**config.mk**
```make
export PLATFORM = sky130hd
export DESIGN_NAME = glyph_marker_scanner
export DESIGN_NICKNAME = d
export VERILOG_FILES = /design/src/rtl/gms_pkg.sv /design/src/rtl/gms_scan_core.sv /design/src/rtl/gms_rsp_queue.sv /design/src/rtl/glyph_marker_scanner.sv
export VERILOG_INCLUDE_DIRS = /design/src /design/src/rtl
export SDC_FILE = /design/constraint.sdc
export NUM_CORES = 1
export LEC_CHECK = 0
export BUFFER_PORTS_ARGS = -buffer_cell sky130_fd_sc_hd__buf_4
export CAP_MARGIN = 20
export CORE_ASPECT_RATIO = 1.2
export CORE_UTILIZATION = 45
export DETAILED_ROUTE_END_ITERATION = 8
export PLACE_DENSITY = 0.71
export SYNTH_ARGS = -nofsm -noshare
export SYNTH_HDL_FRONTEND = slang
export SYNTH_SLANG_ARGS = --single-unit
```
**constraint.sdc**
```tcl
create_clock -name clock -period 13 [get_ports clock]
set_input_delay 1.95 -clock clock [delete_from_list [all_inputs] [get_ports clock]]
set_output_delay 1.95 -clock clock [all_outputs]
set_load 0.02 [all_outputs]
```
**src/rtl/glyph_marker_scanner_macros.svh**
```systemverilog
// assertion helpers shared by the scanner modules
`ifndef GLYPH_MARKER_SCANNER_MACROS_SVH
`define GLYPH_MARKER_SCANNER_MACROS_SVH

// property checked on every clock edge outside reset
`define GMS_ASSERT(lbl, clk, rst, prop, msg) \
   lbl: assert property (@(posedge clk) disable iff (rst) (prop)) else $error(msg);

// implication checked on every clock edge outside reset
`define GMS_ASSERT_IMPLY(lbl, clk, rst, pre, post, msg) \
   lbl: assert property (@(posedge clk) disable iff (rst) (pre) |-> (post)) \
      else $error(msg);

`endif

```
**src/rtl/gms_pkg.sv**
```systemverilog
`timescale 1ns / 1ps

package gms_pkg;

   localparam int MAX_GLYPHS = 256;
   localparam int POS_W      = 12;
   localparam int SIZE_W     = 13;
   localparam int COUNT_W    = 9;
   localparam int INDEX_W    = 8;
   localparam int CSR_IDX_W  = 4;

   localparam logic [31:0] MARKER_PIXEL = 32'h0000_FF00;

   localparam logic [CSR_IDX_W-1:0] CSR_IMAGE_WIDTH  = CSR_IDX_W'(0);
   localparam logic [CSR_IDX_W-1:0] CSR_IMAGE_HEIGHT = CSR_IDX_W'(1);

   localparam logic [1:0] KIND_ENTRY    = 2'd0;
   localparam logic [1:0] KIND_DONE     = 2'd1;
   localparam logic [1:0] KIND_OVERFLOW = 2'd2;

   typedef struct packed {
      logic [POS_W-1:0] last_col;
      logic [POS_W-1:0] last_row;
   } cfg_type;

   typedef struct packed {
      logic [1:0]         kind;
      logic [INDEX_W-1:0] glyph_index;
      logic [SIZE_W-1:0]  glyph_width;
      logic [POS_W-1:0]   glyph_left;
      logic [POS_W-1:0]   glyph_top;
      logic [POS_W-1:0]   tallest_band;
      logic [COUNT_W-1:0] glyph_total;
      logic               last;
   } result_type;

   // results pushed in one cycle, in order
   typedef struct packed {
      logic [1:0] count;
      result_type first;
      result_type second;
   } push_type;

endpackage

```
**src/rtl/gms_scan_core.sv**
```systemverilog
`timescale 1ns / 1ps

module gms_scan_core (
   input  logic               clock,
   input  logic               reset,
   input  gms_pkg::cfg_type   cfg,
   input  logic               accept,
   input  logic [31:0]        pixel,
   output gms_pkg::push_type  push
);
   import gms_pkg::*;

   logic [POS_W-1:0]   col_ff, col_in;
   logic [POS_W-1:0]   row_ff, row_in;
   logic [POS_W-1:0]   left_ff, left_in;
   logic [POS_W-1:0]   band_ff, band_in;
   logic [COUNT_W-1:0] count_ff, count_in;
   logic [POS_W-1:0]   hmax_ff, hmax_in;
   logic               had_ff, had_in;
   logic               ovf_ff, ovf_in;

   logic               marker, row_end, img_end, ovf_now, done;
   logic [POS_W-1:0]   band_h, hmax_upd;
   logic [COUNT_W-1:0] cnt_inc, count_upd;
   result_type         entry_res, err_res, done_res;

   always_comb begin
      marker   = !ovf_ff && (pixel == MARKER_PIXEL);
      row_end  = col_ff >= cfg.last_col;
      img_end  = row_end && (row_ff >= cfg.last_row);
      band_h   = row_ff - band_ff - POS_W'(1);
      hmax_upd = (marker && (row_ff > band_ff) && (band_h > hmax_ff)) ? band_h : hmax_ff;
      cnt_inc  = count_ff + COUNT_W'(1);
      count_upd = marker ? cnt_inc : count_ff;
      ovf_now  = marker && (cnt_inc >= COUNT_W'(MAX_GLYPHS));
      ovf_in   = ovf_ff || ovf_now;
      done     = img_end && !ovf_in;

      entry_res.kind         = KIND_ENTRY;
      entry_res.glyph_index  = count_ff[INDEX_W-1:0];
      entry_res.glyph_width  = {1'b0, col_ff} - {1'b0, left_ff} + SIZE_W'(1);
      entry_res.glyph_left   = left_ff;
      entry_res.glyph_top    = band_ff;
      entry_res.tallest_band = hmax_upd;
      entry_res.glyph_total  = '0;
      entry_res.last         = !(ovf_now || done);

      err_res              = '0;
      err_res.kind         = KIND_OVERFLOW;
      err_res.tallest_band = hmax_upd;
      err_res.glyph_total  = cnt_inc;
      err_res.last         = 1'b1;

      done_res              = '0;
      done_res.kind         = KIND_DONE;
      done_res.tallest_band = hmax_upd;
      done_res.glyph_total  = count_upd;
      done_res.last         = 1'b1;

      push.first  = done_res;
      push.second = ovf_now ? err_res : done_res;
      push.count  = 2'd0;
      if (marker) begin
         push.first = entry_res;
         push.count = (ovf_now || done) ? 2'd2 : 2'd1;
      end else if (done) begin
         push.count = 2'd1;
      end
      if (!accept) begin
         push.count = 2'd0;
      end

      col_in   = col_ff;
      row_in   = row_ff;
      left_in  = left_ff;
      band_in  = band_ff;
      count_in = count_ff;
      hmax_in  = hmax_ff;
      had_in   = had_ff;
      if (img_end) begin
         col_in   = '0;
         row_in   = '0;
         left_in  = '0;
         band_in  = '0;
         count_in = '0;
         hmax_in  = '0;
         had_in   = 1'b0;
         ovf_in   = 1'b0;
      end else if (row_end) begin
         if (had_ff || marker) begin
            band_in = row_ff + POS_W'(1);
         end
         had_in   = 1'b0;
         left_in  = '0;
         col_in   = '0;
         row_in   = row_ff + POS_W'(1);
         count_in = count_upd;
         hmax_in  = hmax_upd;
      end else begin
         col_in   = col_ff + POS_W'(1);
         if (marker) begin
            left_in = col_ff + POS_W'(1);
         end
         had_in   = had_ff || marker;
         count_in = count_upd;
         hmax_in  = hmax_upd;
      end
   end

   always_ff @(posedge clock) begin
      if (reset) begin
         col_ff   <= '0;
         row_ff   <= '0;
         left_ff  <= '0;
         band_ff  <= '0;
         count_ff <= '0;
         hmax_ff  <= '0;
         had_ff   <= 1'b0;
         ovf_ff   <= 1'b0;
      end else if (accept) begin
         col_ff   <= col_in;
         row_ff   <= row_in;
         left_ff  <= left_in;
         band_ff  <= band_in;
         count_ff <= count_in;
         hmax_ff  <= hmax_in;
         had_ff   <= had_in;
         ovf_ff   <= ovf_in;
      end
   end

`include "glyph_marker_scanner_macros.svh"

   `GMS_ASSERT_IMPLY(a_ovf_count, clock, reset, ovf_ff, count_ff == COUNT_W'(MAX_GLYPHS), "overflow flag without full glyph count")
   `GMS_ASSERT(a_left_le_col, clock, reset, left_ff <= col_ff, "glyph left edge beyond current column")
   `GMS_ASSERT(a_band_le_row, clock, reset, band_ff <= row_ff, "band top below current row")

endmodule

```
**src/rtl/gms_rsp_queue.sv**
```systemverilog
`timescale 1ns / 1ps

module gms_rsp_queue (
   input  logic                 clock,
   input  logic                 reset,
   input  gms_pkg::push_type    push,
   output logic                 space,
   output logic                 rsp_valid,
   input  logic                 rsp_ready,
   output gms_pkg::result_type  head
);
   import gms_pkg::*;

   localparam int DEPTH = 4;
   localparam int PTR_W = $clog2(DEPTH);
   localparam int CNT_W = $clog2(DEPTH + 1);

   result_type       q_ff [DEPTH];
   logic [PTR_W-1:0] wr_ptr_ff, wr_ptr_in;
   logic [PTR_W-1:0] rd_ptr_ff, rd_ptr_in;
   logic [CNT_W-1:0] count_ff, count_in;
   logic             pop;

   always_comb begin
      // room for the largest burst one transaction can cause
      space     = count_ff <= CNT_W'(DEPTH - 2);
      rsp_valid = count_ff != '0;
      head      = q_ff[rd_ptr_ff];
      pop       = rsp_valid && rsp_ready;
      wr_ptr_in = wr_ptr_ff + PTR_W'(push.count);
      rd_ptr_in = rd_ptr_ff + PTR_W'(pop);
      count_in  = count_ff + CNT_W'(push.count) - CNT_W'(pop);
   end

   always_ff @(posedge clock) begin
      if (push.count != 2'd0) begin
         q_ff[wr_ptr_ff] <= push.first;
      end
      if (push.count == 2'd2) begin
         q_ff[wr_ptr_ff + PTR_W'(1)] <= push.second;
      end
   end

   always_ff @(posedge clock) begin
      if (reset) begin
         wr_ptr_ff <= '0;
         rd_ptr_ff <= '0;
         count_ff  <= '0;
      end else begin
         wr_ptr_ff <= wr_ptr_in;
         rd_ptr_ff <= rd_ptr_in;
         count_ff  <= count_in;
      end
   end

`include "glyph_marker_scanner_macros.svh"

   `GMS_ASSERT(a_count_bound, clock, reset, count_ff <= CNT_W'(DEPTH), "result queue count beyond depth")
   `GMS_ASSERT_IMPLY(a_push_fits, clock, reset, push.count != 2'd0, (CNT_W+1)'(count_ff) + (CNT_W+1)'(push.count) <= (CNT_W+1)'(DEPTH), "result push into a full queue")
   `GMS_ASSERT(a_pointer_gap, clock, reset, wr_ptr_ff == rd_ptr_ff + PTR_W'(count_ff), "queue pointers disagree with count")

endmodule

```
**src/rtl/glyph_marker_scanner.sv**
```systemverilog
`timescale 1ns / 1ps
// results: the results of a pixel are registered into the result queue and offered from its head in order
// throughput: one pixel per cycle while the result queue holds at most two results;
// a pixel causes up to two results, drained one per cycle while rsp_ready is high on the result side
// reset: scan position, counters and flags cleared, image size back to 256 by 256,
// result queue emptied; the configuration port is always ready
module glyph_marker_scanner (
   input  logic                           clock,
   input  logic                           reset,
   input  logic                           req_valid,
   output logic                           req_ready,
   input  logic [31:0]                    req_pixel,
   output logic                           rsp_valid,
   input  logic                           rsp_ready,
   output logic [1:0]                     rsp_kind,
   output logic [gms_pkg::INDEX_W-1:0]    rsp_glyph_index,
   output logic [gms_pkg::SIZE_W-1:0]     rsp_glyph_width,
   output logic [gms_pkg::POS_W-1:0]      rsp_glyph_left,
   output logic [gms_pkg::POS_W-1:0]      rsp_glyph_top,
   output logic [gms_pkg::POS_W-1:0]      rsp_tallest_band,
   output logic [gms_pkg::COUNT_W-1:0]    rsp_glyph_total,
   output logic                           rsp_last,
   input  logic                           csr_valid,
   output logic                           csr_ready,
   input  logic [gms_pkg::CSR_IDX_W-1:0]  csr_index,
   input  logic [gms_pkg::SIZE_W-1:0]     csr_data
);
   import gms_pkg::*;

   cfg_type          cfg_ff, cfg_in;
   logic [POS_W-1:0] last_pos;
   logic             accept;
   logic             space;
   push_type         push;
   result_type       head;

   // size register kept as last column / row index, zero read as one, clamped at 4096
   always_comb begin
      if (csr_data == '0) begin
         last_pos = '0;
      end else if (csr_data > SIZE_W'(4096)) begin
         last_pos = '1;
      end else begin
         last_pos = POS_W'(csr_data - SIZE_W'(1));
      end
      cfg_in = cfg_ff;
      if (csr_valid && csr_ready) begin
         unique case (csr_index)
            CSR_IMAGE_WIDTH:  cfg_in.last_col = last_pos;
            CSR_IMAGE_HEIGHT: cfg_in.last_row = last_pos;
            default:          cfg_in = cfg_ff;
         endcase
      end
   end

   always_ff @(posedge clock) begin
      if (reset) begin
         cfg_ff.last_col <= POS_W'(255);
         cfg_ff.last_row <= POS_W'(255);
      end else begin
         cfg_ff <= cfg_in;
      end
   end

   assign csr_ready = 1'b1;
   assign req_ready = space;
   assign accept    = req_valid && req_ready;

   gms_scan_core u_core (
      .clock  (clock),
      .reset  (reset),
      .cfg    (cfg_ff),
      .accept (accept),
      .pixel  (req_pixel),
      .push   (push)
   );

   gms_rsp_queue u_queue (
      .clock     (clock),
      .reset     (reset),
      .push      (push),
      .space     (space),
      .rsp_valid (rsp_valid),
      .rsp_ready (rsp_ready),
      .head      (head)
   );

   assign rsp_kind         = head.kind;
   assign rsp_glyph_index  = head.glyph_index;
   assign rsp_glyph_width  = head.glyph_width;
   assign rsp_glyph_left   = head.glyph_left;
   assign rsp_glyph_top    = head.glyph_top;
   assign rsp_tallest_band = head.tallest_band;
   assign rsp_glyph_total  = head.glyph_total;
   assign rsp_last         = head.last;

endmodule

```
==> results of run 1 <==
worst paths after layout:
check / to / startpoint / cells after the start / slack [ns]
setup reg to reg: u_core.hmax_ff[8] / u_core.band_ff[1] / 17 / 7.68
hold / removal: u_queue.q_ff[3][54] / u_queue.q_ff[3][54] / 2 / 0.45
setup / recovery: u_queue.q_ff[0][67] / req_pixel[21] / 12 / 7.23
hold reg to reg: u_queue.q_ff[3][54] / u_queue.q_ff[3][54] / 2 / 0.45
sequential cells by signal, indices dropped and copies added (netlist names):
| signal | flops |
|---|---|
| cfg_ff | 24 |
| u_core.band_ff | 12 |
| u_core.col_ff | 12 |
| u_core.count_ff | 9 |
| u_core.had_ff | 1 |
| u_core.hmax_ff | 12 |
| u_core.left_ff | 12 |
| u_core.ovf_ff | 1 |
| u_core.row_ff | 12 |
| u_queue.count_ff | 3 |
| u_queue.q_ff | 276 |
| u_queue.rd_ptr_ff | 2 |
| u_queue.wr_ptr_ff | 2 |
logic make-up after synthesis:
family | share of synthesized area [%]
other | 0.0205
multiplexers | 9.21
AND/OR/NAND/NOR | 12.3
flip-flops | 46.4
XOR/XNOR | 2.35
AO/OA/AOI/OAI | 18.6
adder cells (fa/ha/maj) | 6.13
buffers and inverters | 4.90
worst max-delay path: cells and delay by family:
kind	cells	cell delay, ns
AND/OR/NAND/NOR	6	1.76
AO/OA/AOI/OAI	1	0.06
buffers and inverters	5	2.07
metrics by stage:
| step | std cells | cell area [sq um] |
|---|---|---|
| finish | 2377 | 20900 |
| global route | 2377 | 20900 |
| CTS | 2374 | 20800 |
| detailed placement | 2304 | 19500 |
| global placement | 2304 | 19500 |
| floorplan | 1763 | 18300 |
cell usage in the layout (no fill, tap or decap), types with 6 or more instances in the layout:
cell       count
dfxtp_1      284
nor2_1       149
buf_4        145
a32o_1       119
a21oi_1      102
nand2_1       99
o21ai_0       97
edfxtp_1      92
inv_1         90
ha_1          84
mux4_2        69
nor3_1        47
clkbuf_16     41
nand3_1       31
xnor2_1       28
a22oi_1       24
xor2_1        21
and3_1        18
or3_1         17
a21o_1        17
o31ai_1       17
a211o_1       17
nand2b_1      15
o2bb2ai_1     15
nor4_1        13
nor2b_1       13
mux2i_1       13
nand3b_1      11
a22o_1        11
nand4_1       10
a211oi_1       9
a31oi_1        9
clkbuf_1       8
or2_2          7
clkbuf_8       7
and2_1         6
o22ai_1        6
layer usage:
metal / vias up / share of wire [%] / GRT usage, %
met3: 97 / 7.0 / 3.34
met2: 604 / 49 / 40.3
met5: - / 0 / 0
met4: 0 / 2.9 / 7.88
li1: 6704 / - / -
met1: 7088 / 41 / 30.6
area by class of cell:
cell class / count / area, sq um
well taps: 533 / 667
clock inverters: 14 / 161
repair buffers: 148 / 1150
fillers: 3461 / 19000
multi-input cells: 1156 / 8930
flip-flops and latches: 378 / 8500
inverters: 92 / 345
clock buffers: 56 / 1150
power by group through the flow:
stage                     Sequential, mW  Clock (mW)  Combinational, mW
after floorplan                     1.24           0              0.290
after global placement              1.25           0              0.428
after detailed placement            1.25           0              0.431
after CTS                           1.22        1.15              0.433
after global routing                1.23        1.20              0.466
final                               1.23        1.14              0.435
==> flow_summary_export.csv, run 1 <==
group,metric,value,unit
outcome,status,"completed",
routing,viasPerCell,6.10,
logic_synthesis,synthCells,1763,
power_and_ir_drop,vdd_drop_max,0.000114,V
place,gp_congestion,0.883,
logic_synthesis,seq_area_frac_synth,46.4,%
worst_setup_path,cp_max_fo,75,
die,die_y,223,um
clock_network,ctsHoldBuffers,0,
die,start_util,45.8,%
sta,finalCriticalPeriod,5.77,ns
routing,first_pass_iters,6,
logic_synthesis,async_reset_ff_share,0,%
logic_synthesis,synthesis.nets,1904,
clock_network,post_cts_buffers,0,
worst_setup_path,required,13.16,ns
logic_synthesis,syn-mean-instance-area,10.4,sq um
worst_setup_path,setup.worst_path.end_class,"flop",
sta,holdWs,0.455,ns
clock_network,clk_latency,0.55,ns
clock_network,cts_made_buffers,39,
logic_synthesis,synth-edff-count,92,
clock_network,cts_resized,0,
power_and_ir_drop,swShare,25.5,%
grt,grt_overflow,0,
cells_and_area,antenna_cells,0,
logic_synthesis,yosys.cell_count.top_type,"dfxtp_1",
power_and_ir_drop,power,2.80,mW
clock_network,h-tree-depth,2,
sta,rsz0062_at_grt,"no",
logic_synthesis,netlist.area_leader.share,31.3,%
logic_synthesis,synth_commonest_cells,"dfxtp_1, nor2_1, a32o_1",
sta,fmax,0.173,GHz
power_and_ir_drop,p_switching,0.715,mW
routing,routed_wl,48700,um
sta,slew_viol_final,0,
clock_network,path_clk_slew,0.06,ns
worst_setup_path,worstPathCellList,"buf_4, nor4b_1, nand4_2, nor4_4, buf_4, inv_2, nor2_4, a41oi_2, buf_4, nor2_4, nor2_4, inv_1",
clock_network,clk_root_buffer_cell,"clkbuf_16",
worst_setup_path,max_stage_delay,0.73,ns
logic_synthesis,synth_area,18300,sq um
die,die_area,41400,sq um
power_and_ir_drop,p_clk_share,40.8,%
clock_network,cts_max_path_buffers,3,
sta,finalSetupViolCount,0,
place,port_buffers,124,
worst_hold_path,hold_class,"flop to flop",
sta,fin_setup_tns,0,ns
cells_and_area,area_delta_synth_final,14.4,%
worst_setup_path,cp_slowest_cell,"inv_1",
sta,post-route-period-util,44.4,%
cells_and_area,drive_gt1_share,16.4,%
sta,tightest_slew,1.19,ns
die,coreArea,39900,sq um
sta,slew_headroom,20.1,%
power_and_ir_drop,power_frac_comb,15.5,%
logic_synthesis,synth_cell_type_count,67,
die,io_pins,126,
routing,wl_per_cell,20.5,um
place,hpwl,32000,um
grt,antenna_found_initial,0,
die,dieWidth,186,um
worst_setup_path,critical_path_class,"input pin to flop",
clock_network,cts_sinks,378,
power_and_ir_drop,p_int,2.09,mW
logic_synthesis,synth_flop_cell,"dfxtp_1",
logic_synthesis,synthTopCellsByArea,"dfxtp_1, edfxtp_1, mux4_2",
power_and_ir_drop,seq_power_share,43.7,%
place,place_ws,6.68,ns
routing,num_vias,14493,
grt,grt_pass1_wl,77100,um
logic_synthesis,synth_warnings,0,
logic_synthesis,ys_ff_latch,378,
routing,route.antenna.remaining_nets,0,
worst_setup_path,cp.arrival,5.92,ns
clock_network,cts_tree,"yes",
cells_and_area,post-route-util,52.3,%
sta,setup_slack,7.23,ns
power_and_ir_drop,powerDensity,134,nW/um^2
sta,fin_skew,0.0189,ns
routing,drc,0,
worst_setup_path,setup.worst_path.start_class,"input pin",
logic_synthesis,yosysTopAreaCell,"dfxtp_1",
routing,drtIter0Drc,1439,
run,cap_violations,0,
sta,hold_viol,0,
grt,grt_pass1_vias,14042,
grt,grt_max_degree,96,
power_and_ir_drop,p_leak,7.54,nW
cells_and_area,nets,1956,
grt,grtUsageTotal,23.7,%
die,rows,80,
Note: power is estimated with default switching activity, not from simulation.
==> run 2: changes to the inputs <==
--- a/config.mk
+++ b/config.mk
@@ -11,7 +11,7 @@
 export CORE_ASPECT_RATIO = 1.2
 export CORE_UTILIZATION = 45
 export DETAILED_ROUTE_END_ITERATION = 8
-export PLACE_DENSITY = 0.71
+export PLACE_DENSITY = 0.74
 export SYNTH_ARGS = -nofsm -noshare
 export SYNTH_HDL_FRONTEND = slang
 export SYNTH_SLANG_ARGS = --single-unit
==> constraint.sdc (replaced) <==
create_clock -name clock -period 4.6 [get_ports clock]
set_input_delay 0.69 -clock clock [delete_from_list [all_inputs] [get_ports clock]]
set_output_delay 0.69 -clock clock [all_outputs]
set_load 0.02 [all_outputs]
==> run 2 against run 1 <==
Compared with the run above: setup slack worse by 7.0 ns; largest power group unchanged; global-route usage up 0.23 points; clock skew up 0.0078 ns; clock power rose to 2.7 times the previous value; final cell count up 0.76%; critical endpoint is now u_queue.q_ff[3][17].
==> flow_summary_export.csv, run 2 (synthesized netlist as in run 1, its figures left out) <==
group,metric,value,unit
worst_setup_path,setup.worst_path.end_class,"flop",
outcome,status,"completed",
sta,slew_viol_final,0,
cells_and_area,regArea,8500,sq um
routing,wl_per_cell,20.7,um
clock_network,h-tree-depth,2,
cells_and_area,largestRegisters,"u_queue.q_ff (276), cfg_ff (24)",
power_and_ir_drop,p_int,5.83,mW
grt,grt_overflow,0,
power_and_ir_drop,seq_power_share,45.1,%
clock_network,cts_made_buffers,36,
routing,routed_wl,49600,um
clock_network,cts_max_path_buffers,3,
cells_and_area,largest_register_ffs,276,
routing,route.met2.wl,24700,um
die,die_area,41400,sq um
place,port_buffers,124,
routing,topRoutingLayerUsed,"met4",
power_and_ir_drop,p_clk_share,40.0,%
die,rows,80,
power_and_ir_drop,vdd_drop_max,0.000218,V
sta,fmax,0.228,GHz
sta,finalCriticalPeriod,4.38,ns
cells_and_area,antenna_cells,0,
cells_and_area,fill_cells,3369,
place,hpwl,32400,um
die,start_util,45.8,%
die,coreArea,39900,sq um
cells_and_area,final_cell_area,21200,sq um
place,dp_cells,2330,
routing,num_vias,14797,
sta,post-route-period-util,95.1,%
routing,met3WireLength,3520,um
cells_and_area,nets,1976,
worst_hold_path,hold_class,"flop to flop",
power_and_ir_drop,swShare,25.3,%
routing,route.antenna.remaining_nets,0,
grt,grt_pass1_wl,77900,um
grt,grtUsageTotal,23.9,%
place,gp_congestion,0.871,
worst_hold_path,whs_path_depth,2,
sta,finalSetupViolCount,0,
power_and_ir_drop,p_switching,1.97,mW
worst_setup_path,critical_path_class,"flop to flop",
sta,hold_viol,0,
cells_and_area,post-route-util,53.0,%
grt,grt_pass1_vias,14522,
cells_and_area,final_common_cell,"dfxtp_1",
place,dpl-instance-area,19800,sq um
worst_setup_path,setup.worst_path.start_class,"flop",
routing,drtIter0Drc,1515,
clock_network,cts_tree,"yes",
cells_and_area,fin_cells,2395,
power_and_ir_drop,power_frac_comb,14.9,%
die,dieWidth,186,um
cells_and_area,area_delta_synth_final,15.8,%
clock_network,clk_latency,0.54,ns
worst_setup_path,cp.arrival,4.66,ns
clock_network,clk_root_buffer_cell,"clkbuf_16",
clock_network,cts_sinks,378,
sta,slew_headroom,28.9,%
grt,antenna_found_initial,0,
power_and_ir_drop,power,7.80,mW
cells_and_area,final_cell_mix,"dfxtp_1, buf_4, nor2_1",
grt,grt_max_degree,148,
run,cap_violations,0,
cells_and_area,drive_gt1_share,18.4,%
die,die_y,223,um
worst_setup_path,cp_max_fo,15,
die,io_pins,126,
cells_and_area,largest_register,"u_queue.q_ff",
routing,drc,0,
clock_network,path_clk_slew,0.06,ns
sta,tightest_slew,1.06,ns
routing,viasPerCell,6.18,
worst_setup_path,worstRegToRegCells,17,
cells_and_area,multi_input_area,9070,sq um
routing,wl_met1,19600,um
power_and_ir_drop,powerDensity,369,nW/um^2
routing,first_pass_iters,5,
sta,fin_skew,0.0268,ns
power_and_ir_drop,p_leak,7.66,nW
worst_setup_path,required,4.88,ns
==> run 2: layout make-up <==
type	count	share of cell area, %
sequential	378	40.1
multi-input combinational	1156	42.9
tap	533	3.15
timing repair buffer	171	6.34
clock buffer	53	5.09
inverter	92	1.63
clock inverter	12	0.810
==> run 2: power by group through the flow <==
stage / clock network [mW] / registers [mW] / logic [mW]
2_1_floorplan: 0 / 3.49 / 0.820
3_3_place_gp: 0 / 3.60 / 1.17
3_5_place_dp: 0 / 3.60 / 1.18
4_1_cts: 3.15 / 3.52 / 1.18
5_1_grt: 3.27 / 3.53 / 1.25
6_report: 3.12 / 3.52 / 1.16
==> run 2: final timing paths <==
path	from	endpoint	slack (ns)
max	u_core.band_ff[2]	u_queue.q_ff[3][17]	0.22
min	u_queue.q_ff[2][57]	u_queue.q_ff[2][57]	0.45
max reg2reg	u_core.band_ff[2]	u_queue.q_ff[3][17]	0.22
min reg2reg	u_queue.q_ff[2][57]	u_queue.q_ff[2][57]	0.45
==> run 2: what timing repair did <==
action	4_1_cts	5_1_grt
resized for setup	2	27
setup buffers	0	0
hold buffers	0	0
setup endpoints to repair	33	60
gates cloned	0	0
==> run 2: per-stage QoR <==
step                worst slack, ns  setup TNS [ns]  hold WS (ns)
floorplan                     0.404               0         0.420
global route                -0.0359          -0.465         0.471
finish                        0.224               0         0.450
CTS                          0.0337               0         0.453
global placement             0.0591               0         0.430
detailed placement           -0.195           -2.15         0.438
==> run 2: critical path: stages (launching register included) <==
cell       delay [ns]
dfxtp_1          0.44
inv_1            0.09
ha_1             0.36
nand2_1          0.13
o21ai_1          0.14
a2111oi_2        0.45
nor2_1           0.14
a211oi_2         0.28
xnor2_1          0.19
ha_1             0.33
nand4_1          0.11
or2_2            0.32
a21o_1           0.15
o211ai_1         0.06
and4b_1          0.26
buf_12           0.21
mux2i_2          0.33
nor2_1           0.08
==> run 2: per-layer routing <==
metal  track usage (%)  vias up
met3              3.85      114
met5                 0        -
met2              40.7      665
li1                  -     6750
met1              29.7     7268
met4              10.0        0
